File: config.mk
export PLATFORM = sky130hd
export DESIGN_NAME = polygon_region_hit_test_unit
export DESIGN_NICKNAME = d
export VERILOG_FILES = /design/src/rtl/phrt_pkg.sv /design/src/rtl/phrt_ram.sv /design/src/rtl/phrt_edge.sv /design/src/rtl/polygon_region_hit_test_unit.sv
export SDC_FILE = /design/constraint.sdc
export NUM_CORES = 2
export LEC_CHECK = 0
export ABC_AREA = 0
export BUFFER_PORTS_ARGS = -buffer_cell sky130_fd_sc_hd__buf_2
export CORE_UTILIZATION = 60
export DETAILED_ROUTE_END_ITERATION = 12
export GPL_TIMING_DRIVEN = 0
export PLACE_DENSITY = 0.83
export SLEW_MARGIN = 10
export SYNTH_ARGS = -nofsm -noshare
export SYNTH_HDL_FRONTEND = slang
export SYNTH_SLANG_ARGS = --single-unit
File: constraint.sdc
create_clock -name clk -period 6.2 [get_ports clk]
set_clock_uncertainty 0.1 [all_clocks]
set_input_delay 0.93 -clock clk [delete_from_list [all_inputs] [get_ports clk]]
set_output_delay 0.93 -clock clk [all_outputs]
set_load 0.03 [all_outputs]
File: src/rtl/phrt_pkg.sv
// Shared types and constants for the polygon region hit-test unit.
// No dependencies; used by phrt_edge.sv, polygon_region_hit_test_unit.sv and bench/tb.sv.
package phrt_pkg;

    // Table geometry and coordinate width
    localparam int MAX_REGIONS = 8;
    localparam int MAX_VERTS   = 8;
    localparam int COORD_BITS  = 12;

    localparam int REG_W       = $clog2(MAX_REGIONS);
    localparam int VERT_W      = $clog2(MAX_VERTS);
    localparam int STORE_DEPTH = MAX_REGIONS * MAX_VERTS;
    localparam int ADDR_W      = $clog2(STORE_DEPTH);
    localparam int ENTRY_W     = 2 * COORD_BITS;

    // Difference of two coordinates and product of two differences
    localparam int DIFF_W      = COORD_BITS + 1;
    localparam int PROD_W      = 2 * DIFF_W;

    // Configuration port
    localparam int CFG_W       = 4;
    localparam int CFG_IDX_W   = 1;
    localparam logic [CFG_IDX_W-1:0] CFG_REGIONS_IN_USE = 1'b0;
    localparam logic [CFG_IDX_W-1:0] CFG_VERTS_IN_USE   = 1'b1;
    localparam logic [CFG_W-1:0]     REGIONS_RESET      = 4'd0;
    localparam logic [CFG_W-1:0]     VERTS_RESET        = 4'd4;

    // Input item actions
    localparam logic ACT_WRITE = 1'b0;
    localparam logic ACT_QUERY = 1'b1;

    typedef struct packed {
        logic                  action;
        logic [2:0]            region;
        logic [2:0]            vertex_index;
        logic [COORD_BITS-1:0] point_x;
        logic [COORD_BITS-1:0] point_y;
    } phrt_in_t;

    typedef struct packed {
        logic       hit;
        logic [2:0] region_hit;
    } phrt_out_t;

    // One edge handed to the crossing unit: vertex i is the current one,
    // vertex j the one before it in the walk
    typedef struct packed {
        logic                  valid;
        logic                  last;
        logic [REG_W-1:0]      region;
        logic [COORD_BITS-1:0] xi;
        logic [COORD_BITS-1:0] yi;
        logic [COORD_BITS-1:0] xj;
        logic [COORD_BITS-1:0] yj;
    } phrt_edge_in_t;

    // Crossing verdict for one edge
    typedef struct packed {
        logic             valid;
        logic             last;
        logic [REG_W-1:0] region;
        logic             toggle;
    } phrt_edge_res_t;

endpackage

File: src/rtl/phrt_ram.sv
// Generic simple dual-port RAM: one write port, one read port, registered read.
// No dependencies.
module phrt_ram #(
    parameter int WIDTH = 24,
    parameter int DEPTH = 64
) (
    input  logic                     clk,
    input  logic                     we,
    input  logic [$clog2(DEPTH)-1:0] waddr,
    input  logic [WIDTH-1:0]         wdata,
    input  logic                     re,
    input  logic [$clog2(DEPTH)-1:0] raddr,
    output logic [WIDTH-1:0]         rdata
);

    logic [WIDTH-1:0] mem [DEPTH];
    logic [WIDTH-1:0] rdata_reg;

    // Write and registered read
    always_ff @(posedge clk)
    begin
        if (we)
        begin
            mem[waddr] <= wdata;
        end
        if (re)
        begin
            rdata_reg <= mem[raddr];
        end
    end

    assign rdata = rdata_reg;

endmodule

File: src/rtl/phrt_edge.sv
// Three-stage crossing unit: straddle test, exact cross-multiplication, compare.
// Depends on phrt_pkg.
module phrt_edge (
    input  logic                              clk,
    input  logic                              rst_n,
    input  logic [phrt_pkg::COORD_BITS-1:0]   px,
    input  logic [phrt_pkg::COORD_BITS-1:0]   py,
    input  phrt_pkg::phrt_edge_in_t           edge_in,
    output phrt_pkg::phrt_edge_res_t          edge_out,
    output logic                              busy
);

    // Stage 1 registers: differences and straddle flag
    logic                               s1_valid_reg;
    logic                               s1_last_reg;
    logic [phrt_pkg::REG_W-1:0]         s1_region_reg;
    logic                               s1_straddle_reg;
    logic                               s1_dy_pos_reg;
    logic signed [phrt_pkg::DIFF_W-1:0] s1_dxp_reg;
    logic signed [phrt_pkg::DIFF_W-1:0] s1_dy_reg;
    logic signed [phrt_pkg::DIFF_W-1:0] s1_dxe_reg;
    logic signed [phrt_pkg::DIFF_W-1:0] s1_dyp_reg;

    // Stage 2 registers: products
    logic                               s2_valid_reg;
    logic                               s2_last_reg;
    logic [phrt_pkg::REG_W-1:0]         s2_region_reg;
    logic                               s2_straddle_reg;
    logic                               s2_dy_pos_reg;
    logic signed [phrt_pkg::PROD_W-1:0] s2_lhs_reg;
    logic signed [phrt_pkg::PROD_W-1:0] s2_rhs_reg;

    // Stage 3 register: verdict
    phrt_pkg::phrt_edge_res_t           s3_reg;
    phrt_pkg::phrt_edge_res_t           s3_next;

    logic signed [phrt_pkg::DIFF_W-1:0] xi_s;
    logic signed [phrt_pkg::DIFF_W-1:0] yi_s;
    logic signed [phrt_pkg::DIFF_W-1:0] xj_s;
    logic signed [phrt_pkg::DIFF_W-1:0] yj_s;
    logic signed [phrt_pkg::DIFF_W-1:0] px_s;
    logic signed [phrt_pkg::DIFF_W-1:0] py_s;
    logic                               left;

    // Zero-extend coordinates to signed difference width
    assign xi_s = $signed({1'b0, edge_in.xi});
    assign yi_s = $signed({1'b0, edge_in.yi});
    assign xj_s = $signed({1'b0, edge_in.xj});
    assign yj_s = $signed({1'b0, edge_in.yj});
    assign px_s = $signed({1'b0, px});
    assign py_s = $signed({1'b0, py});

    // Stage 1: differences, strict-above test on both ends
    always_ff @(posedge clk)
    begin
        s1_last_reg     <= edge_in.last;
        s1_region_reg   <= edge_in.region;
        s1_straddle_reg <= (edge_in.yi > py) != (edge_in.yj > py);
        s1_dy_pos_reg   <= edge_in.yj > edge_in.yi;
        s1_dxp_reg      <= px_s - xi_s;
        s1_dy_reg       <= yj_s - yi_s;
        s1_dxe_reg      <= xj_s - xi_s;
        s1_dyp_reg      <= py_s - yi_s;
    end

    // Stage 2: both products of the cross-multiplication
    always_ff @(posedge clk)
    begin
        s2_last_reg     <= s1_last_reg;
        s2_region_reg   <= s1_region_reg;
        s2_straddle_reg <= s1_straddle_reg;
        s2_dy_pos_reg   <= s1_dy_pos_reg;
        s2_lhs_reg      <= s1_dxp_reg * s1_dy_reg;
        s2_rhs_reg      <= s1_dxe_reg * s1_dyp_reg;
    end

    // Stage 3: compare direction follows the sign of dy
    assign left = s2_dy_pos_reg ? (s2_lhs_reg < s2_rhs_reg) : (s2_lhs_reg > s2_rhs_reg);

    always_comb
    begin
        s3_next.valid  = s2_valid_reg;
        s3_next.last   = s2_last_reg;
        s3_next.region = s2_region_reg;
        s3_next.toggle = s2_straddle_reg & left;
    end

    // Stage valids
    always_ff @(posedge clk or negedge rst_n)
    begin
        if (!rst_n)
        begin
            s1_valid_reg <= 1'b0;
            s2_valid_reg <= 1'b0;
            s3_reg       <= '0;
        end
        else
        begin
            s1_valid_reg <= edge_in.valid;
            s2_valid_reg <= s1_valid_reg;
            s3_reg       <= s3_next;
        end
    end

    assign edge_out = s3_reg;
    assign busy     = s1_valid_reg | s2_valid_reg | s3_reg.valid;

endmodule

File: src/rtl/polygon_region_hit_test_unit.sv
// Polygon region hit-test unit: vertex store, edge walk sequencer, parity accumulation.
// Depends on phrt_pkg, phrt_ram and phrt_edge.
// Vertex write: accepted in idle, no result. Query: a walk over all regions, verdict to the
// output register (R regions, V vertices per region, one vertex read per cycle from the
// single read port of the vertex store); no walk when R or V is zero. One item at a time.
// Reset clears control state; regions_in_use resets to 0, verts_in_use to 4; the vertex
// store is not cleared.
module polygon_region_hit_test_unit (
    input  logic                                 clk,
    input  logic                                 rst_n,
    input  logic                                 in_valid,
    output logic                                 in_ready,
    input  phrt_pkg::phrt_in_t                   in_data,
    output logic                                 out_valid,
    input  logic                                 out_ready,
    output phrt_pkg::phrt_out_t                  out_data,
    input  logic                                 cfg_we,
    input  logic [phrt_pkg::CFG_IDX_W-1:0]       cfg_index,
    input  logic [phrt_pkg::CFG_W-1:0]           cfg_data
);

    typedef enum logic [1:0] {
        S_IDLE,
        S_WALK,
        S_DRAIN,
        S_RESULT
    } state_t;

    state_t                            state_reg, state_next;
    logic [phrt_pkg::CFG_W-1:0]        regions_reg;
    logic [phrt_pkg::CFG_W-1:0]        verts_reg;
    logic [phrt_pkg::COORD_BITS-1:0]   px_reg, px_next;
    logic [phrt_pkg::COORD_BITS-1:0]   py_reg, py_next;
    logic [phrt_pkg::CFG_W-1:0]        nr_reg, nr_next;
    logic [phrt_pkg::CFG_W-1:0]        nv_reg, nv_next;
    logic [phrt_pkg::CFG_W-1:0]        rcnt_reg, rcnt_next;
    logic [phrt_pkg::CFG_W-1:0]        step_reg, step_next;
    logic                              rd_valid_reg, rd_valid_next;
    logic                              rd_first_reg, rd_first_next;
    logic                              rd_last_reg, rd_last_next;
    logic [phrt_pkg::REG_W-1:0]        rd_region_reg, rd_region_next;
    logic [phrt_pkg::COORD_BITS-1:0]   prev_x_reg, prev_x_next;
    logic [phrt_pkg::COORD_BITS-1:0]   prev_y_reg, prev_y_next;
    logic                              parity_reg, parity_next;
    logic                              found_reg, found_next;
    logic [phrt_pkg::REG_W-1:0]        hit_region_reg, hit_region_next;
    logic                              out_valid_reg, out_valid_next;
    phrt_pkg::phrt_out_t               out_data_reg, out_data_next;

    logic                              in_xfer;
    logic                              ram_we;
    logic [phrt_pkg::ADDR_W-1:0]       ram_waddr;
    logic [phrt_pkg::ENTRY_W-1:0]      ram_wdata;
    logic                              ram_re;
    logic [phrt_pkg::ADDR_W-1:0]       ram_raddr;
    logic [phrt_pkg::ENTRY_W-1:0]      ram_rdata;
    logic [phrt_pkg::CFG_W-1:0]        vert_sel;
    logic [phrt_pkg::COORD_BITS-1:0]   rd_x;
    logic [phrt_pkg::COORD_BITS-1:0]   rd_y;
    logic                              par;
    phrt_pkg::phrt_edge_in_t           edge_in;
    phrt_pkg::phrt_edge_res_t          edge_res;
    logic                              edge_busy;

    assign in_ready  = (state_reg == S_IDLE);
    assign in_xfer   = in_valid & in_ready;
    assign out_valid = out_valid_reg;
    assign out_data  = out_data_reg;

    // Vertex store; writes come only in idle, so they never meet an in-flight read
    assign ram_we    = in_xfer & (in_data.action == phrt_pkg::ACT_WRITE);
    assign ram_waddr = {in_data.region[phrt_pkg::REG_W-1:0],
                        in_data.vertex_index[phrt_pkg::VERT_W-1:0]};
    assign ram_wdata = {in_data.point_y, in_data.point_x};

    // Walk order per region: vertex V-1 first, then vertices 0 .. V-1
    assign vert_sel  = (step_reg == '0) ? (nv_reg - 1'b1) : (step_reg - 1'b1);
    assign ram_re    = (state_reg == S_WALK);
    assign ram_raddr = {rcnt_reg[phrt_pkg::REG_W-1:0], vert_sel[phrt_pkg::VERT_W-1:0]};

    phrt_ram #(
        .WIDTH (phrt_pkg::ENTRY_W),
        .DEPTH (phrt_pkg::STORE_DEPTH)
    ) u_store (
        .clk   (clk),
        .we    (ram_we),
        .waddr (ram_waddr),
        .wdata (ram_wdata),
        .re    (ram_re),
        .raddr (ram_raddr),
        .rdata (ram_rdata)
    );

    assign rd_x = ram_rdata[phrt_pkg::COORD_BITS-1:0];
    assign rd_y = ram_rdata[phrt_pkg::ENTRY_W-1:phrt_pkg::COORD_BITS];

    // Pair the vertex just read with the one read before it
    always_comb
    begin
        edge_in.valid  = rd_valid_reg & ~rd_first_reg;
        edge_in.last   = rd_last_reg;
        edge_in.region = rd_region_reg;
        edge_in.xi     = rd_x;
        edge_in.yi     = rd_y;
        edge_in.xj     = prev_x_reg;
        edge_in.yj     = prev_y_reg;
    end

    phrt_edge u_edge (
        .clk      (clk),
        .rst_n    (rst_n),
        .px       (px_reg),
        .py       (py_reg),
        .edge_in  (edge_in),
        .edge_out (edge_res),
        .busy     (edge_busy)
    );

    assign par = parity_reg ^ edge_res.toggle;

    // Next-state logic
    always_comb
    begin
        state_next      = state_reg;
        px_next         = px_reg;
        py_next         = py_reg;
        nr_next         = nr_reg;
        nv_next         = nv_reg;
        rcnt_next       = rcnt_reg;
        step_next       = step_reg;
        rd_valid_next   = 1'b0;
        rd_first_next   = rd_first_reg;
        rd_last_next    = rd_last_reg;
        rd_region_next  = rd_region_reg;
        prev_x_next     = prev_x_reg;
        prev_y_next     = prev_y_reg;
        parity_next     = parity_reg;
        found_next      = found_reg;
        hit_region_next = hit_region_reg;
        out_valid_next  = out_valid_reg & ~out_ready;
        out_data_next   = out_data_reg;

        // Hold the last vertex read as the start of the next edge
        if (rd_valid_reg)
        begin
            prev_x_next = rd_x;
            prev_y_next = rd_y;
        end

        // Accumulate crossings; close out a region on its last edge
        if (edge_res.valid)
        begin
            if (edge_res.last)
            begin
                parity_next = 1'b0;
                if (par && !found_reg)
                begin
                    found_next      = 1'b1;
                    hit_region_next = edge_res.region;
                end
            end
            else
            begin
                parity_next = par;
            end
        end

        unique case (state_reg)
            S_IDLE:
            begin
                if (in_xfer && in_data.action == phrt_pkg::ACT_QUERY)
                begin
                    px_next         = in_data.point_x;
                    py_next         = in_data.point_y;
                    nr_next         = (regions_reg > phrt_pkg::CFG_W'(phrt_pkg::MAX_REGIONS))
                                      ? phrt_pkg::CFG_W'(phrt_pkg::MAX_REGIONS) : regions_reg;
                    nv_next         = (verts_reg > phrt_pkg::CFG_W'(phrt_pkg::MAX_VERTS))
                                      ? phrt_pkg::CFG_W'(phrt_pkg::MAX_VERTS) : verts_reg;
                    rcnt_next       = '0;
                    step_next       = '0;
                    parity_next     = 1'b0;
                    found_next      = 1'b0;
                    hit_region_next = '0;
                    if (nr_next == '0 || nv_next == '0)
                    begin
                        state_next = S_RESULT;
                    end
                    else
                    begin
                        state_next = S_WALK;
                    end
                end
            end
            S_WALK:
            begin
                // Issue one read, tag it, advance vertex and region counters
                rd_valid_next  = 1'b1;
                rd_first_next  = (step_reg == '0);
                rd_last_next   = (step_reg == nv_reg);
                rd_region_next = rcnt_reg[phrt_pkg::REG_W-1:0];
                if (step_reg == nv_reg)
                begin
                    step_next = '0;
                    if (rcnt_reg == nr_reg - 1'b1)
                    begin
                        state_next = S_DRAIN;
                    end
                    else
                    begin
                        rcnt_next = rcnt_reg + 1'b1;
                    end
                end
                else
                begin
                    step_next = step_reg + 1'b1;
                end
            end
            S_DRAIN:
            begin
                if (!rd_valid_reg && !edge_busy)
                begin
                    state_next = S_RESULT;
                end
            end
            S_RESULT:
            begin
                // Load the output register once it is free
                if (!out_valid_reg || out_ready)
                begin
                    out_valid_next           = 1'b1;
                    out_data_next.hit        = found_reg;
                    out_data_next.region_hit = 3'(hit_region_reg);
                    state_next               = S_IDLE;
                end
            end
        endcase
    end

    // State, configuration and registered outputs
    always_ff @(posedge clk or negedge rst_n)
    begin
        if (!rst_n)
        begin
            state_reg     <= S_IDLE;
            regions_reg   <= phrt_pkg::REGIONS_RESET;
            verts_reg     <= phrt_pkg::VERTS_RESET;
            rd_valid_reg  <= 1'b0;
            out_valid_reg <= 1'b0;
        end
        else
        begin
            state_reg     <= state_next;
            rd_valid_reg  <= rd_valid_next;
            out_valid_reg <= out_valid_next;
            if (cfg_we)
            begin
                unique case (cfg_index)
                    phrt_pkg::CFG_REGIONS_IN_USE: regions_reg <= cfg_data;
                    phrt_pkg::CFG_VERTS_IN_USE:   verts_reg   <= cfg_data;
                endcase
            end
        end
    end

    // Working registers of the walk
    always_ff @(posedge clk)
    begin
        px_reg         <= px_next;
        py_reg         <= py_next;
        nr_reg         <= nr_next;
        nv_reg         <= nv_next;
        rcnt_reg       <= rcnt_next;
        step_reg       <= step_next;
        rd_first_reg   <= rd_first_next;
        rd_last_reg    <= rd_last_next;
        rd_region_reg  <= rd_region_next;
        prev_x_reg     <= prev_x_next;
        prev_y_reg     <= prev_y_next;
        parity_reg     <= parity_next;
        found_reg      <= found_next;
        hit_region_reg <= hit_region_next;
        out_data_reg   <= out_data_next;
    end

endmodule

# After elaboration in Yosys (flattened, before gate mapping)
# Memory sizes are Yosys's and may differ from the RTL's. A register that Yosys moved wholly into a read port is not among the register bits.
# Index checks and enable logic that the tools add are counted.
dict set report op_classes {
  add_sub_neg 9
  multipliers 2
  magnitude_cmp 7
  eq_ne 12
  muxes 36
  bitwise_logic 12
  reduce_logical 21
}
# op n
set ops {}
lappend ops {{$mul A13 B13 Y26} 2}
lappend ops {{$sub A12 B12 Y13} 4}
lappend ops {{$gt A12 B12 Y1} 3}
lappend ops {{$gt A26 B26 Y1} 1}
lappend ops {{$lt A26 B26 Y1} 1}
lappend ops {{$mux W4} 6}
lappend ops {{$mux W3} 6}
lappend ops {{$pmux W4 S2} 2}
lappend ops {{$mux W1} 15}
lappend ops {{$logic_not A4 Y1} 3}
lappend ops {{$mux W2} 6}
lappend ops {{$reduce_and A2 Y1} 5}
lappend ops {{$add A4 B1 Y4 const B} 2}
lappend ops {{$eq A4 B4 Y1} 2}
lappend ops {{$gt A4 B4 Y1 const B} 2}
lappend ops {{$pmux W2 S4} 1}
lappend ops {{$ne A2 B1 Y1 const B} 3}
lappend ops {{$ne A2 B2 Y1 const B} 3}
lappend ops {{$sub A3 B1 Y3 const B} 2}
lappend ops {{$and A1 B1 Y1} 5}
lappend ops {{$reduce_and A5 Y1} 1}
lappend ops {{$eq A2 B2 Y1 const B} 2}
lappend ops {{$logic_not A1 Y1} 4}
lappend ops {{$not A1 Y1} 4}
lappend ops {{other kinds (10)} 14}
dict set report totals {
  reg_bits 214
  ramBits 1536
  output_inout_bits 6
  elab_cells 141
  n_memories 1
}
# name depth width read_ports rd_ports_with_merged_regs wr line
set memory_table {}
lappend memory_table {u_store.mem 64 24 1 1 1 phrt_ram.sv:16} ;# logic [WIDTH-1:0] mem [DEPTH];

# Logic depth before layout (Yosys ltp)
dict set report depth {
  depth_word 7
  ltp_mapped 23
  mapped_depth_nobuf 22
}

# Modules after synthesis
# A second synthesis with hierarchy kept.
dict set report hier_totals {
  hier_cells 4838
  hier_area_um2 81649.6
}
# module n_inst cells_each area_each_um2
set modules_own_cells {}
lappend modules_own_cells {phrt_ram 1 2610 59535.8}
lappend modules_own_cells {phrt_edge 1 2026 18750.5}
lappend modules_own_cells {polygon_region_hit_test_unit 1 202 3363.2}

# Least setup slack after synthesis
# No wires, ideal clock.
dict set report synth_timing {
  kind {reg-to-reg}
  startpoint {register u_edge.s1_dxe_reg[7] (netlist bit)}
  endpoint {register u_edge.s2_rhs_reg[25] (netlist bit)}
  setup_time_ns 0.072
  t_arrival_ns 5.506
  required_ns 6.028
  path_slack_ns 0.522
  path_stages_with_launch 22
  path_buffers 1
  synth_period_minus_slack_ns 5.678
  path_cell_list {dfxtp_1 -> clkbuf_1 -> and2_1 -> fa_1 -> inv_1 -> fa_1 -> inv_1 -> fa_1 -> inv_1 -> fa_1 -> inv_1 -> fa_1 -> ha_1 -> ha_1 -> o21a_1 -> o31a_1 -> o221ai_1 -> o21ai_0 -> o41a_1 -> a211o_1 -> a21oi_1 -> xnor2_1}
}
dict set report synth_via {
  elab_chain_cells 1
}
# element line
set synth_lines {}
lappend synth_lines {{start: declaration} phrt_edge.sv:21} ;# logic signed [phrt_pkg::DIFF_W-1:0] s1_dxe_reg;
lappend synth_lines {{start signal: assignment} phrt_edge.sv:62} ;# s1_dxe_reg <= xj_s - xi_s;
lappend synth_lines {{$mul A13 B13 Y26} phrt_edge.sv:74} ;# s2_rhs_reg <= s1_dxe_reg * s1_dyp_reg;
lappend synth_lines {{end signal: assignment} phrt_edge.sv:74}
lappend synth_lines {{end: declaration} phrt_edge.sv:31} ;# logic signed [phrt_pkg::PROD_W-1:0] s2_rhs_reg;
# Every way passes these cells.
# A chain may end at the register's enable or synchronous reset.

# Final worst setup path
dict set report layout_timing {
  startpoint {register step_reg[0] (netlist bit)}
  endpoint {register u_store.rdata_reg[16] (netlist: u_store.rdata[16]) (read register of u_store.mem) (data pin)}
}
dict set report layout_via {
  elab_chain_cells 2
  elab_cells_between_ends 3
  classes_between {add/sub: 1; mux: 1; reduce/logical: 1}
}
# element line
set layout_lines {}
lappend layout_lines {{start: declaration} polygon_region_hit_test_unit.sv:37} ;# logic [phrt_pkg::CFG_W-1:0] step_reg, step_next;
lappend layout_lines {{start signal: assignment} polygon_region_hit_test_unit.sv:273} ;# step_reg <= step_next;
lappend layout_lines {{$sub A3 B1 Y3 / $logic_not A4 Y1 (equally long branches)} polygon_region_hit_test_unit.sv:77} ;# assign vert_sel = (step_reg == '0) ? (nv_reg - 1'b1) : (step_reg - 1'b1);
lappend layout_lines {{$mux W3 *} polygon_region_hit_test_unit.sv:77}
lappend layout_lines {{end: declaration} phrt_ram.sv:17} ;# logic [WIDTH-1:0] rdata_reg;
# Mark *: on every way between the ends. The rest lies on a longest branch, timed or not.

==> run_results.csv <==
group,metric,value,unit
cts,htree_levels,4,
sta,setup_viol,23,
final_layout,fin_cells,7133,
sta,tns,-2.339,ns
yosys,synth-edff-count,1633,
placement,dpl.hpwl,131400,um
placement,placed_area,0.08428,mm2
global_routing,grt_start_max_net_pins,66,
global_routing,antenna_found_initial,11,
final_layout,largest_reg_flops,1536,
floorplanning,fp.dieW,369.8,um
routing,avgRoutedWirePerCell,31.59,um
yosys,ys_seq_area_frac,0.6403,
routing,drc_errors,0,
worst_hold_path,min-delay-start,"in_data[2]",
worst_hold_path,hold_path.class,"input pin to flop",
final_layout,fin_area,0.09033,mm2
cts,clock_latency,0.82,ns
power_and_ir_drop,ir_drop,354.5,uV
cts,clkSinkCount,1774,
placement,place_inst,6809,
setup_path,crit_type,"flop to flop",
routing,first_pass_iters,8,
sta,worst_pin_slew,1.487,ns
routing,vias,48159,
final_layout,fillers,8133,
yosys,syn_avg_cell_area,16.26,um2
sta,finalCritPeriodShare,1.030,
cts,root_buffer,"clkbuf_16",
routing,drtAntennaViolNets,0,
yosys,synth_cell_types,68,
yosys,post-synth-top-area-fraction,0.6043,
floorplanning,dieArea,0.1367,mm2
sta,setup_slack,-0.1866,ns
yosys,synth_area,0.08115,mm2
sta,min_period,6.387,ns
sta,fmax,0.1566,GHz
yosys,syn-instance-count,4991,
yosys,yosys-top-cells-count,"1633 x edfxtp_1, 454 x inv_1, 352 x nand2_1",
sta,maxSlewHeadroom,0.006499,
setup_path,rrSetupSlack,-0.19,ns
power_and_ir_drop,p_leak,32.65,nW
final_layout,syn2layout_area_growth,11.32,%
cts,clk_path_buf_depth,3,
setup_path,required,6.77,ns
placement,place.gp.congestion,1.023,
global_routing,grt.total_usage,0.3325,
yosys,yosysTopAreaCell,"edfxtp_1",
routing,postRouteWirelength,225400,um
final_layout,drive_above_1_share,0.1598,
floorplanning,core_area,0.1338,mm2
power_and_ir_drop,cellPowerDensity,262.7,mW/mm2
floorplanning,die_y,369.8,um
power_and_ir_drop,p_total,23.73,mW
cts,cts_tree,"done",
flow_run,maxCapViolCount,1,
sta,hold_viol,0,
setup_path,worst_ep_arrival_time,6.96,ns
yosys,yosysMostFrequentCell,"edfxtp_1",
global_routing,grt_pass1_vias,48777,
yosys,ys_seq_elements,1774,
global_routing,grt_pass1_wl,325800,um
final_layout,num-nets-final,5824,
setup_path,endpoint_kind,"flop",
setup_path,critPathLaunch,"step_reg[0]",
placement,portBuffers,43,
cts,clkTransAtPathRegs,0.06,ns
cts,cts_made_buffers,170,
yosys,synth_nets,5589,
outcome,outcome,"finished with violations",
setup_path,worstPathMaxFanout,10,
yosys,yosys_warnings,0,
global_routing,grt-ovfl-total,0,
yosys,netlist_top_cells_area,"edfxtp_1 60%, fa_1 8.1%, mux4_2 8.0%, ha_1 3.5%, dfxtp_1 3.0%",
routing,first_iter_violations,7265,
outcome,failed_checks,"max-capacitance violations, negative setup slack",
floorplanning,rows,134,
sta,slew_viol_final,0,
yosys,synthArstFlopShare,0.01127,
setup_path,r2r-start,"step_reg[0]",
setup_path,startpoint_type,"flop",
routing,vias_per_cell,6.752,
yosys,ys.flop_type,"edfxtp_1",
floorplanning,boundaryPins,47,
floorplanning,initial_utilization,0.6065,
final cells by class:
cell class                      count  area, um2  share of cell area
Sequential cell                  1774      51960              0.5753
Multi-Input combinational cell   2545      27340              0.3027
Clock buffer                      220       4558             0.05046
Tap cell                         1768       2212             0.02449
Inverter                          457       1725             0.01910
Buffer                            215       1120             0.01240
Clock inverter                     89      854.6            0.009460
Timing Repair Buffer               63      550.5            0.006095
Antenna cell                        2      5.005          0.00005540
worst max-delay path, stage by stage, from the launching register on:
cell and delay [ns]:
edfxtp_1 0.54, inv_1 0.13, ha_1 0.22, nor3b_4 0.36, mux2i_4 0.40, buf_6 0.29
buf_6 0.24, buf_6 0.26, buf_4 0.36, ha_1 0.27, xor2_1 0.27, clkbuf_4 0.45
clkbuf_2 0.47, clkbuf_1 0.50, nand2_1 0.32, a32oi_1 0.64, and4_1 0.36
metrics by stage:
| stage | util | hold slack, ns | setup WS [ns] |
|---|---|---|---|
| 3_5_place_dp | 0.6299 | 0.2154 | -1.314 |
| 3_3_place_gp | 0.6246 | 0.2116 | -1.116 |
| 5_1_grt | 0.6751 | 0.2151 | -0.05330 |
| 6_report | 0.6752 | 0.2230 | -0.1866 |
| 2_1_floorplan | - | 0.2096 | 0.5215 |
| 4_1_cts | 0.6719 | 0.2001 | -0.09084 |
worst paths after layout:
check                                           to  cells past startpoint
max reg2reg                      u_store.rdata[16]                     16
min                             u_store.mem[2][14]                      1
min reg2reg                u_edge.s2_region_reg[0]                      0
max in group asynchronous             verts_reg[2]                      2
max                              u_store.rdata[16]                     16
min in group asynchronous                out_valid                      2
kinds of logic after synthesis:
family	Yosys count	share of synthesized area
AOI/OAI and AO/OA	401	0.03489
and+or+nand+nor	968	0.05574
adders and majority gates	557	0.1162
buffers and inverters	672	0.03341
muxes	518	0.1085
xor gates and xnor gates	101	0.01090
DFF	1774	0.6403
power by group:
| group | switching (mW) | internal (mW) | total [mW] |
|---|---|---|---|
| sequential | 0.00652 | 13.0 | 13.1 |
| clock | 4.77 | 5.61 | 10.4 |
| combinational | 0.263 | 0.0376 | 0.301 |
| total | 5.04 | 18.7 | 23.7 |
cells in the final DEF (no fill, tap or decap), types with 10 or more instances in the layout:
master     instances
clkinv_2          25
clkbuf_2          48
clkbuf_16        175
clkbuf_1         116
dfrtp_1           19
a21oi_1           51
mux4_2           288
clkinv_1          38
nand4_1           12
mux2i_1          218
dfxtp_1          119
a31oi_1           10
clkbuf_4          11
and2_1           154
o22ai_1           47
fa_1             326
xnor2_1           72
o21ai_1           20
xor2_1            28
nor2b_1           25
and4_1            24
inv_1            453
buf_4             65
o21ai_0           39
a221oi_2          16
buf_1             10
nor2_4            64
nand2_1          352
nor3_1            29
a221oi_1          78
buf_2             57
nand2b_1          18
ha_1             226
nor2_1           186
edfxtp_1        1633
o21a_1            10
a21o_1            34
a32oi_1           21
nand3_1           65
per-layer routing:
layer,global-route usage,vias up,routed length [um]
met2,0.5162,4286,104100
met4,0.2252,12,18990
met1,0.4075,23836,73510
met5,0,-,83
li1,-,18964,-
met3,0.09549,1061,28670
what timing repair did:
action	CTS	global route
setup endpoints to repair	30	37
pin swaps	0	10
buffers inserted	1	11
hold buffers	1	0
hold endpoints to repair	19	0
gates resized for setup	76	152
Note: power is estimated with default switching activity, not from simulation.
